--- config.mk ---
export PLATFORM = sky130hd
export DESIGN_NAME = pixel_color_point_operation
export DESIGN_NICKNAME = d
export VERILOG_FILES = /design/src/pcpo_pkg.sv /design/src/pcpo_weigh.sv /design/src/pcpo_select.sv /design/src/pixel_color_point_operation.sv
export SDC_FILE = /design/constraint.sdc
export NUM_CORES = 2
export LEC_CHECK = 0
export BUFFER_PORTS_ARGS = -buffer_cell sky130_fd_sc_hd__buf_2
export CAP_MARGIN = 10
export CORE_UTILIZATION = 55
export DETAILED_ROUTE_END_ITERATION = 6
export PLACE_DENSITY_LB_ADDON = 0.3
export SYNTH_ARGS = -nofsm -noshare
export SYNTH_HDL_FRONTEND = slang
export SYNTH_SLANG_ARGS = --single-unit
--- constraint.sdc ---
create_clock -name clk -period 8.4 [get_ports clk]
set_input_delay 0 -clock clk [delete_from_list [all_inputs] [get_ports clk]]
set_output_delay 0 -clock clk [all_outputs]
set_load 0.005 [all_outputs]
--- src/pcpo_pkg.sv ---
// Shared types and constants for the pixel color point operation block.
// Used by pcpo_weigh, pcpo_select and the top level; depends on nothing.
package pcpo_pkg;

  // Mode register codes
  localparam logic [3:0] MODE_AVG        = 4'd0;
  localparam logic [3:0] MODE_BT601      = 4'd1;
  localparam logic [3:0] MODE_BT709      = 4'd2;
  localparam logic [3:0] MODE_BINARY     = 4'd3;
  localparam logic [3:0] MODE_CHAN_THR   = 4'd4;
  localparam logic [3:0] MODE_ZERO_B     = 4'd5;
  localparam logic [3:0] MODE_ZERO_G     = 4'd6;
  localparam logic [3:0] MODE_ZERO_R     = 4'd7;
  localparam logic [3:0] MODE_ZERO_RG    = 4'd8;
  localparam logic [3:0] MODE_ZERO_RB    = 4'd9;
  localparam logic [3:0] MODE_ZERO_GB    = 4'd10;

  // Weighted sums are in units of 1/10000; max 255 * 10000 fits 22 bits
  localparam int unsigned WSUM_W = 22;
  localparam logic [WSUM_W-1:0] W601_R = 22'd2990;
  localparam logic [WSUM_W-1:0] W601_G = 22'd5870;
  localparam logic [WSUM_W-1:0] W601_B = 22'd1140;
  localparam logic [WSUM_W-1:0] W709_R = 22'd2126;
  localparam logic [WSUM_W-1:0] W709_G = 22'd7152;
  localparam logic [WSUM_W-1:0] W709_B = 22'd722;

  // floor(x / 10000) = (x * RECIP_10K) >> 37, exact for x < 2^22
  localparam int unsigned RECIP_10K_W     = 24;
  localparam int unsigned RECIP_10K_SHIFT = 37;
  localparam int unsigned PROD_10K_W      = WSUM_W + RECIP_10K_W;
  localparam logic [RECIP_10K_W-1:0] RECIP_10K = 24'd13743896;

  // floor(x / 3) = (x * 683) >> 11, exact for x < 2048
  localparam int unsigned SUM3_W        = 10;
  localparam int unsigned RECIP_3_SHIFT = 11;
  localparam int unsigned PROD_3_W      = 21;
  localparam logic [PROD_3_W-1:0] RECIP_3 = 21'd683;

  localparam logic [7:0] FULL = 8'd255;

  typedef struct packed {
    logic [7:0] blue;
    logic [7:0] green;
    logic [7:0] red;
    logic [7:0] alpha;
  } pixel_t;

  // Beat passed from the weighting stage to the select stage
  typedef struct packed {
    pixel_t              pix;
    logic [SUM3_W-1:0]   sum3;
    logic [WSUM_W-1:0]   w601;
    logic [WSUM_W-1:0]   w709;
  } sums_t;

endpackage

--- src/pcpo_weigh.sv ---
// Weighting stage: channel sum and BT.601 / BT.709 weighted sums, registered.
// Depends on pcpo_pkg.
module pcpo_weigh (
  input  logic            clk,
  input  logic            rst,
  input  logic            in_valid,
  input  pcpo_pkg::pixel_t in_pix,
  output logic            sums_valid,
  output pcpo_pkg::sums_t sums
);
  import pcpo_pkg::*;

  logic [WSUM_W-1:0] r_ext, g_ext, b_ext;
  sums_t sums_next;

  // Form the sums with constant-coefficient products
  always_comb begin
    r_ext = WSUM_W'(in_pix.red);
    g_ext = WSUM_W'(in_pix.green);
    b_ext = WSUM_W'(in_pix.blue);
    sums_next.pix  = in_pix;
    sums_next.sum3 = SUM3_W'(in_pix.blue) + SUM3_W'(in_pix.green) + SUM3_W'(in_pix.red);
    sums_next.w601 = r_ext * W601_R + g_ext * W601_G + b_ext * W601_B;
    sums_next.w709 = r_ext * W709_R + g_ext * W709_G + b_ext * W709_B;
  end

  // Advance the beat
  always_ff @(posedge clk) begin
    if (rst) begin
      sums_valid <= 1'b0;
    end else begin
      sums_valid <= in_valid;
    end
  end

  always_ff @(posedge clk) begin
    sums <= sums_next;
  end

endmodule

--- src/pcpo_select.sv ---
// Select stage: constant divisions, thresholds and mode select into the result register.
// Depends on pcpo_pkg.
module pcpo_select (
  input  logic             clk,
  input  logic             rst,
  input  logic [3:0]       mode,
  input  logic             sums_valid,
  input  pcpo_pkg::sums_t  sums,
  output logic             res_valid,
  output pcpo_pkg::pixel_t res
);
  import pcpo_pkg::*;

  logic [PROD_3_W-1:0]   prod3;
  logic [PROD_10K_W-1:0] prod601, prod709;
  logic [7:0]            avg, g601, g709, bin;
  pixel_t                res_next;

  // Divide by constants through reciprocal products
  always_comb begin
    prod3   = PROD_3_W'(sums.sum3) * RECIP_3;
    prod601 = PROD_10K_W'(sums.w601) * PROD_10K_W'(RECIP_10K);
    prod709 = PROD_10K_W'(sums.w709) * PROD_10K_W'(RECIP_10K);
    avg     = prod3[RECIP_3_SHIFT +: 8];
    g601    = prod601[RECIP_10K_SHIFT +: 8];
    g709    = prod709[RECIP_10K_SHIFT +: 8];
    bin     = avg[7] ? FULL : 8'd0;
  end

  // Pick the result by mode; reserved codes pass the pixel through
  always_comb begin
    res_next = sums.pix;
    case (mode)
      MODE_AVG: begin
        res_next.blue = avg; res_next.green = avg; res_next.red = avg;
      end
      MODE_BT601: begin
        res_next.blue = g601; res_next.green = g601; res_next.red = g601;
      end
      MODE_BT709: begin
        res_next.blue = g709; res_next.green = g709; res_next.red = g709;
      end
      MODE_BINARY: begin
        res_next.blue = bin; res_next.green = bin; res_next.red = bin;
      end
      MODE_CHAN_THR: begin
        res_next.blue  = sums.pix.blue[7]  ? FULL : 8'd0;
        res_next.green = sums.pix.green[7] ? FULL : 8'd0;
        res_next.red   = sums.pix.red[7]   ? FULL : 8'd0;
      end
      MODE_ZERO_B: begin
        res_next.blue = 8'd0;
      end
      MODE_ZERO_G: begin
        res_next.green = 8'd0;
      end
      MODE_ZERO_R: begin
        res_next.red = 8'd0;
      end
      MODE_ZERO_RG: begin
        res_next.red = 8'd0; res_next.green = 8'd0;
      end
      MODE_ZERO_RB: begin
        res_next.red = 8'd0; res_next.blue = 8'd0;
      end
      MODE_ZERO_GB: begin
        res_next.green = 8'd0; res_next.blue = 8'd0;
      end
      default: begin
        res_next = sums.pix;
      end
    endcase
  end

  // Register the result beat
  always_ff @(posedge clk) begin
    if (rst) begin
      res_valid <= 1'b0;
    end else begin
      res_valid <= sums_valid;
    end
  end

  always_ff @(posedge clk) begin
    res <= res_next;
  end

endmodule

--- src/pixel_color_point_operation.sv ---
// Pixel color point operation: one BGRA pixel in, one pixel out, chosen by mode.
// From the accepting edge to done: input register, weighting register,
// result register, in that order. Throughput one pixel per clock; busy is
// always low and the receiver cannot stall. Synchronous active-high reset clears
// the mode register to average gray and all beat valid flags; no clearing pass.
// Depends on pcpo_pkg, pcpo_weigh and pcpo_select.
module pixel_color_point_operation (
  input  logic       clk,
  input  logic       rst,
  input  logic       mode_we,
  input  logic [3:0] mode_wdata,
  input  logic       start,
  output logic       busy,
  input  logic [7:0] blue_in,
  input  logic [7:0] green_in,
  input  logic [7:0] red_in,
  input  logic [7:0] alpha_in,
  output logic       done,
  output logic [7:0] blue_out,
  output logic [7:0] green_out,
  output logic [7:0] red_out,
  output logic [7:0] alpha_out
);
  import pcpo_pkg::*;

  logic   [3:0] mode;
  logic         in_valid;
  pixel_t       in_pix;
  logic         sums_valid;
  sums_t        sums;
  pixel_t       res;

  assign busy = 1'b0;

  // Hold the mode register
  always_ff @(posedge clk) begin
    if (rst) begin
      mode <= MODE_AVG;
    end else if (mode_we) begin
      mode <= mode_wdata;
    end
  end

  // Capture the input beat
  always_ff @(posedge clk) begin
    if (rst) begin
      in_valid <= 1'b0;
    end else begin
      in_valid <= start && !busy;
    end
  end

  always_ff @(posedge clk) begin
    in_pix.blue  <= blue_in;
    in_pix.green <= green_in;
    in_pix.red   <= red_in;
    in_pix.alpha <= alpha_in;
  end

  pcpo_weigh u_weigh (
    .clk        (clk),
    .rst        (rst),
    .in_valid   (in_valid),
    .in_pix     (in_pix),
    .sums_valid (sums_valid),
    .sums       (sums)
  );

  pcpo_select u_select (
    .clk        (clk),
    .rst        (rst),
    .mode       (mode),
    .sums_valid (sums_valid),
    .sums       (sums),
    .res_valid  (done),
    .res        (res)
  );

  assign blue_out  = res.blue;
  assign green_out = res.green;
  assign red_out   = res.red;
  assign alpha_out = res.alpha;

endmodule

==> impl_metrics.toml <==
[run_status]
status = "finished clean"

[global_routing]
grt_pass1_vias = 23400
grt_use_total_pct = 27.7
grt_overflow_total = 0
grt_use_met1_pct = 39.7
use_met3_pct = 5.84
grt_max_degree = 17
grt_pass1_wl_um = 125000
antenna_found_initial = 3
met2_usage_pct = 42.1
grt-busiest-layer = "met2"

[timing]
slew_headroom_pct = 36.9
post-route-period-util_pct = 84.6
finalHoldViolations = 0
finalSetupViolations = 0
skew_ns = 0.0206
drv_slew = 0
fin_crit_ns = 7.10
tns_ns = 0
rsz0062_at_grt = "no"
fmaxAchievable_ghz = 0.141
worst_pin_slew_ns = 0.935

[clocking]
cts_tree = "done"
cts.sinks = 155
worstSkewPairLatency_ns = 0.50
clock-root-buffer = "clkbuf_16"
cts_max_level = 4
ctsResizeCount = 0
numCtsBuffers = 17
clk_path_buf_depth = 2
path_clk_slew_ns = 0.08

[synthesis]
syn_inst = 3309
synthXorXnorAreaFrac_pct = 4.44
avgSynthCellArea_sq_um = 9.60
syn_nets = 4558
ys.flop_type = "dfxtp_1"
yosys.area_share.simple_pct = 5.31
yosys_warnings = 0
yosysSeqAreaShare_pct = 9.77
muxShareOfSynthArea_pct = 0.284
synthArstFlopShare_pct = 0
synthDistinctLibCells = 72
synth_top_family_by_area = "adder cells"
synth_fa_ha_area_share_pct = 59.2
ys_seq_elements = 155
synth_compound_area_share_pct = 9.75
synth_area_sq_um = 31800
synth_edf_count = 0

[placed_design]
port_buffers = 72
place_congestion = 1.02
place_hpwl_um = 69200

[critical_path]
arrival_ns = 7.44
crit_path_max_incr_delay_ns = 0.76
critPathCaptureType = "flop"
startpoint_type = "flop"
crit_fanout = 10
cp_slowest_cell = "dfxtp_1"
cpMostUsedCell = "a21oi_1"
critical_path_class = "flop to flop"
cp.required_ns = 8.74

[routing]
avgRoutedWirePerCell_um = 18.5
drc = 0
via_count = 22300
detailedRoute.firstIterationViolations = 1202
drt-total-wl_um = 78000
ant_nets = 0
vias_per_cell = 5.31
first_pass_iters = 5

[floorplanning]
die_height_um = 242
ioPinCount = 74
fp.dieW_um = 242
core_area_sq_um = 56700
die_area_sq_um = 58700
start_util_pct = 56.0
num_rows = 87

[cells_and_area]
fin_nets = 4684
n_antenna_cell = 0
drive_gt1_share_pct = 3.86
regArea_sq_um = 3100
syn2layout_area_growth_pct = 7.22
fill_cells = 4814
fin_util_pct = 60.0
multiInputGateArea_sq_um = 25100

[min_path]
hold_class = "primary input to flop"

[run]
max-cap-violations = 0
per-layer routing:
layer	vias up	wire [um]
li1	10800	-
met1	10800	36500
met2	665	33600
met3	95	5960
met4	0	1850
met5	-	0
Yosys cell counts, types with 4 or more instances:
| library cell | number | area (sq um) |
|---|---|---|
| nor2b_1 | 21 | 131 |
| nor3_1 | 26 | 130 |
| o22a_1 | 6 | 52.6 |
| mux2i_1 | 9 | 90.1 |
| a211o_1 | 5 | 43.8 |
| nand4_1 | 7 | 43.8 |
| a211oi_1 | 24 | 180 |
| and2_1 | 10 | 62.6 |
| ha_1 | 721 | 9020 |
| o21a_1 | 23 | 173 |
| fa_1 | 488 | 9770 |
| a21oi_1 | 177 | 886 |
| nand3_1 | 30 | 150 |
| o21bai_1 | 33 | 248 |
| o221ai_1 | 5 | 43.8 |
| xor2_1 | 57 | 499 |
| nor2_1 | 95 | 357 |
| o31a_1 | 4 | 35.0 |
| inv_1 | 940 | 3530 |
| a21boi_0 | 4 | 30.0 |
| o21ai_0 | 64 | 320 |
| nand2b_1 | 12 | 75.1 |
| or3_1 | 13 | 81.3 |
| a31oi_1 | 11 | 68.8 |
| a31o_2 | 4 | 35.0 |
| a21o_1 | 57 | 428 |
| xnor2_1 | 104 | 911 |
| o31ai_1 | 11 | 82.6 |
| o211ai_1 | 11 | 82.6 |
| clkbuf_1 | 7 | 26.3 |
| or2_2 | 12 | 75.1 |
| nand2_1 | 81 | 304 |
| and3_1 | 19 | 119 |
| o21ai_1 | 4 | 20.0 |
| dfxtp_1 | 155 | 3100 |
path summary, 6_finish.rpt:
check | endpoint | slack, ns | start | cells past startpoint
setup / recovery | u_weigh.sums[20]$_DFF_P_ | 1.30 | in_pix[8]$_DFF_P_ | 25
setup reg to reg | u_weigh.sums[20]$_DFF_P_ | 1.30 | in_pix[8]$_DFF_P_ | 25
hold / removal | in_pix[16]$_DFF_P_ | 0.14 | green_in[0] | 2
hold reg to reg | u_weigh.sums[57]$_DFF_P_ | 0.32 | in_pix[3]$_DFF_P_ | 0
flip-flops by register name (all words and copies together), names as in the netlist:
register,count
in_pix,32
in_valid,1
mode,4
u_select.res,32
u_select.res_valid,1
u_weigh.sums,84
u_weigh.sums_valid,1
kinds of logic after synthesis:
kind of cell,count (synthesis)
fa+ha+maj,1209
compound gates,479
flops,155
xor+xnor,161
buf+inv,950
simple gates,345
other cells,1
mux,9
layout by cell type, fill, tap and decap left out, types with 5 or more instances in the layout:
cell type,netlist,final
inv_1,940,940
ha_1,721,721
fa_1,488,488
a21oi_1,177,177
dfxtp_1,155,155
xnor2_1,104,104
nor2_1,95,95
nand2_1,81,81
buf_2,0,72
o21ai_0,64,64
a21o_1,57,57
xor2_1,57,57
dlygate4sd3_1,0,43
o21bai_1,33,33
nand3_1,30,30
nor3_1,26,26
a211oi_1,24,24
o21a_1,23,23
nor2b_1,21,21
and3_1,19,19
clkbuf_16,0,17
or3_1,13,13
nand2b_1,12,12
or2_2,12,12
o211ai_1,11,11
o31ai_1,11,11
a31oi_1,11,11
and2_1,10,10
mux2i_1,9,9
nand4_1,7,7
o22a_1,6,6
a211o_1,5,5
o221ai_1,5,5
inv_6,0,5
per-stage QoR:
step                      hold slack, ns  setup slack, ns  cell area [sq um]  cells
final                              0.137             1.30              34000   4204
after global routing               0.126            0.897              34000   4204
after CTS                         0.0992             1.36              34000   4204
after detailed placement           0.104             1.40              33000   4129
after global placement             0.102             1.39              33000   4129
after floorplan                   0.0277             2.30              31800   3309
cell type report:
class	instances	share of cell area, %
flip-flops and latches	155	9.11
well taps	756	2.78
inverters	940	10.4
clock buffers	20	1.34
repair buffers	117	2.37
clock inverters	12	0.371
multi-input cells	2204	73.7
critical path, delay by kind of cell (launching register included):
kind / cells / cell delay [ns]
adder cells (fa/ha/maj): 7 / 2.56
AND/OR/NAND/NOR: 2 / 0.68
buffers and inverters: 3 / 0.15
flip-flops: 1 / 0.76
AO/OA/AOI/OAI: 11 / 2.04
XOR/XNOR: 2 / 0.76
repair_timing:
action / CTS / global route
setup endpoints to repair: 0 / 0
endpoints found under the hold margin: 39 / 0
setup buffers: 0 / 0
hold buffers: 43 / 0
Power is not shown: default switching activity piles up to over one toggle a cycle in this logic, so the estimate is an artifact.
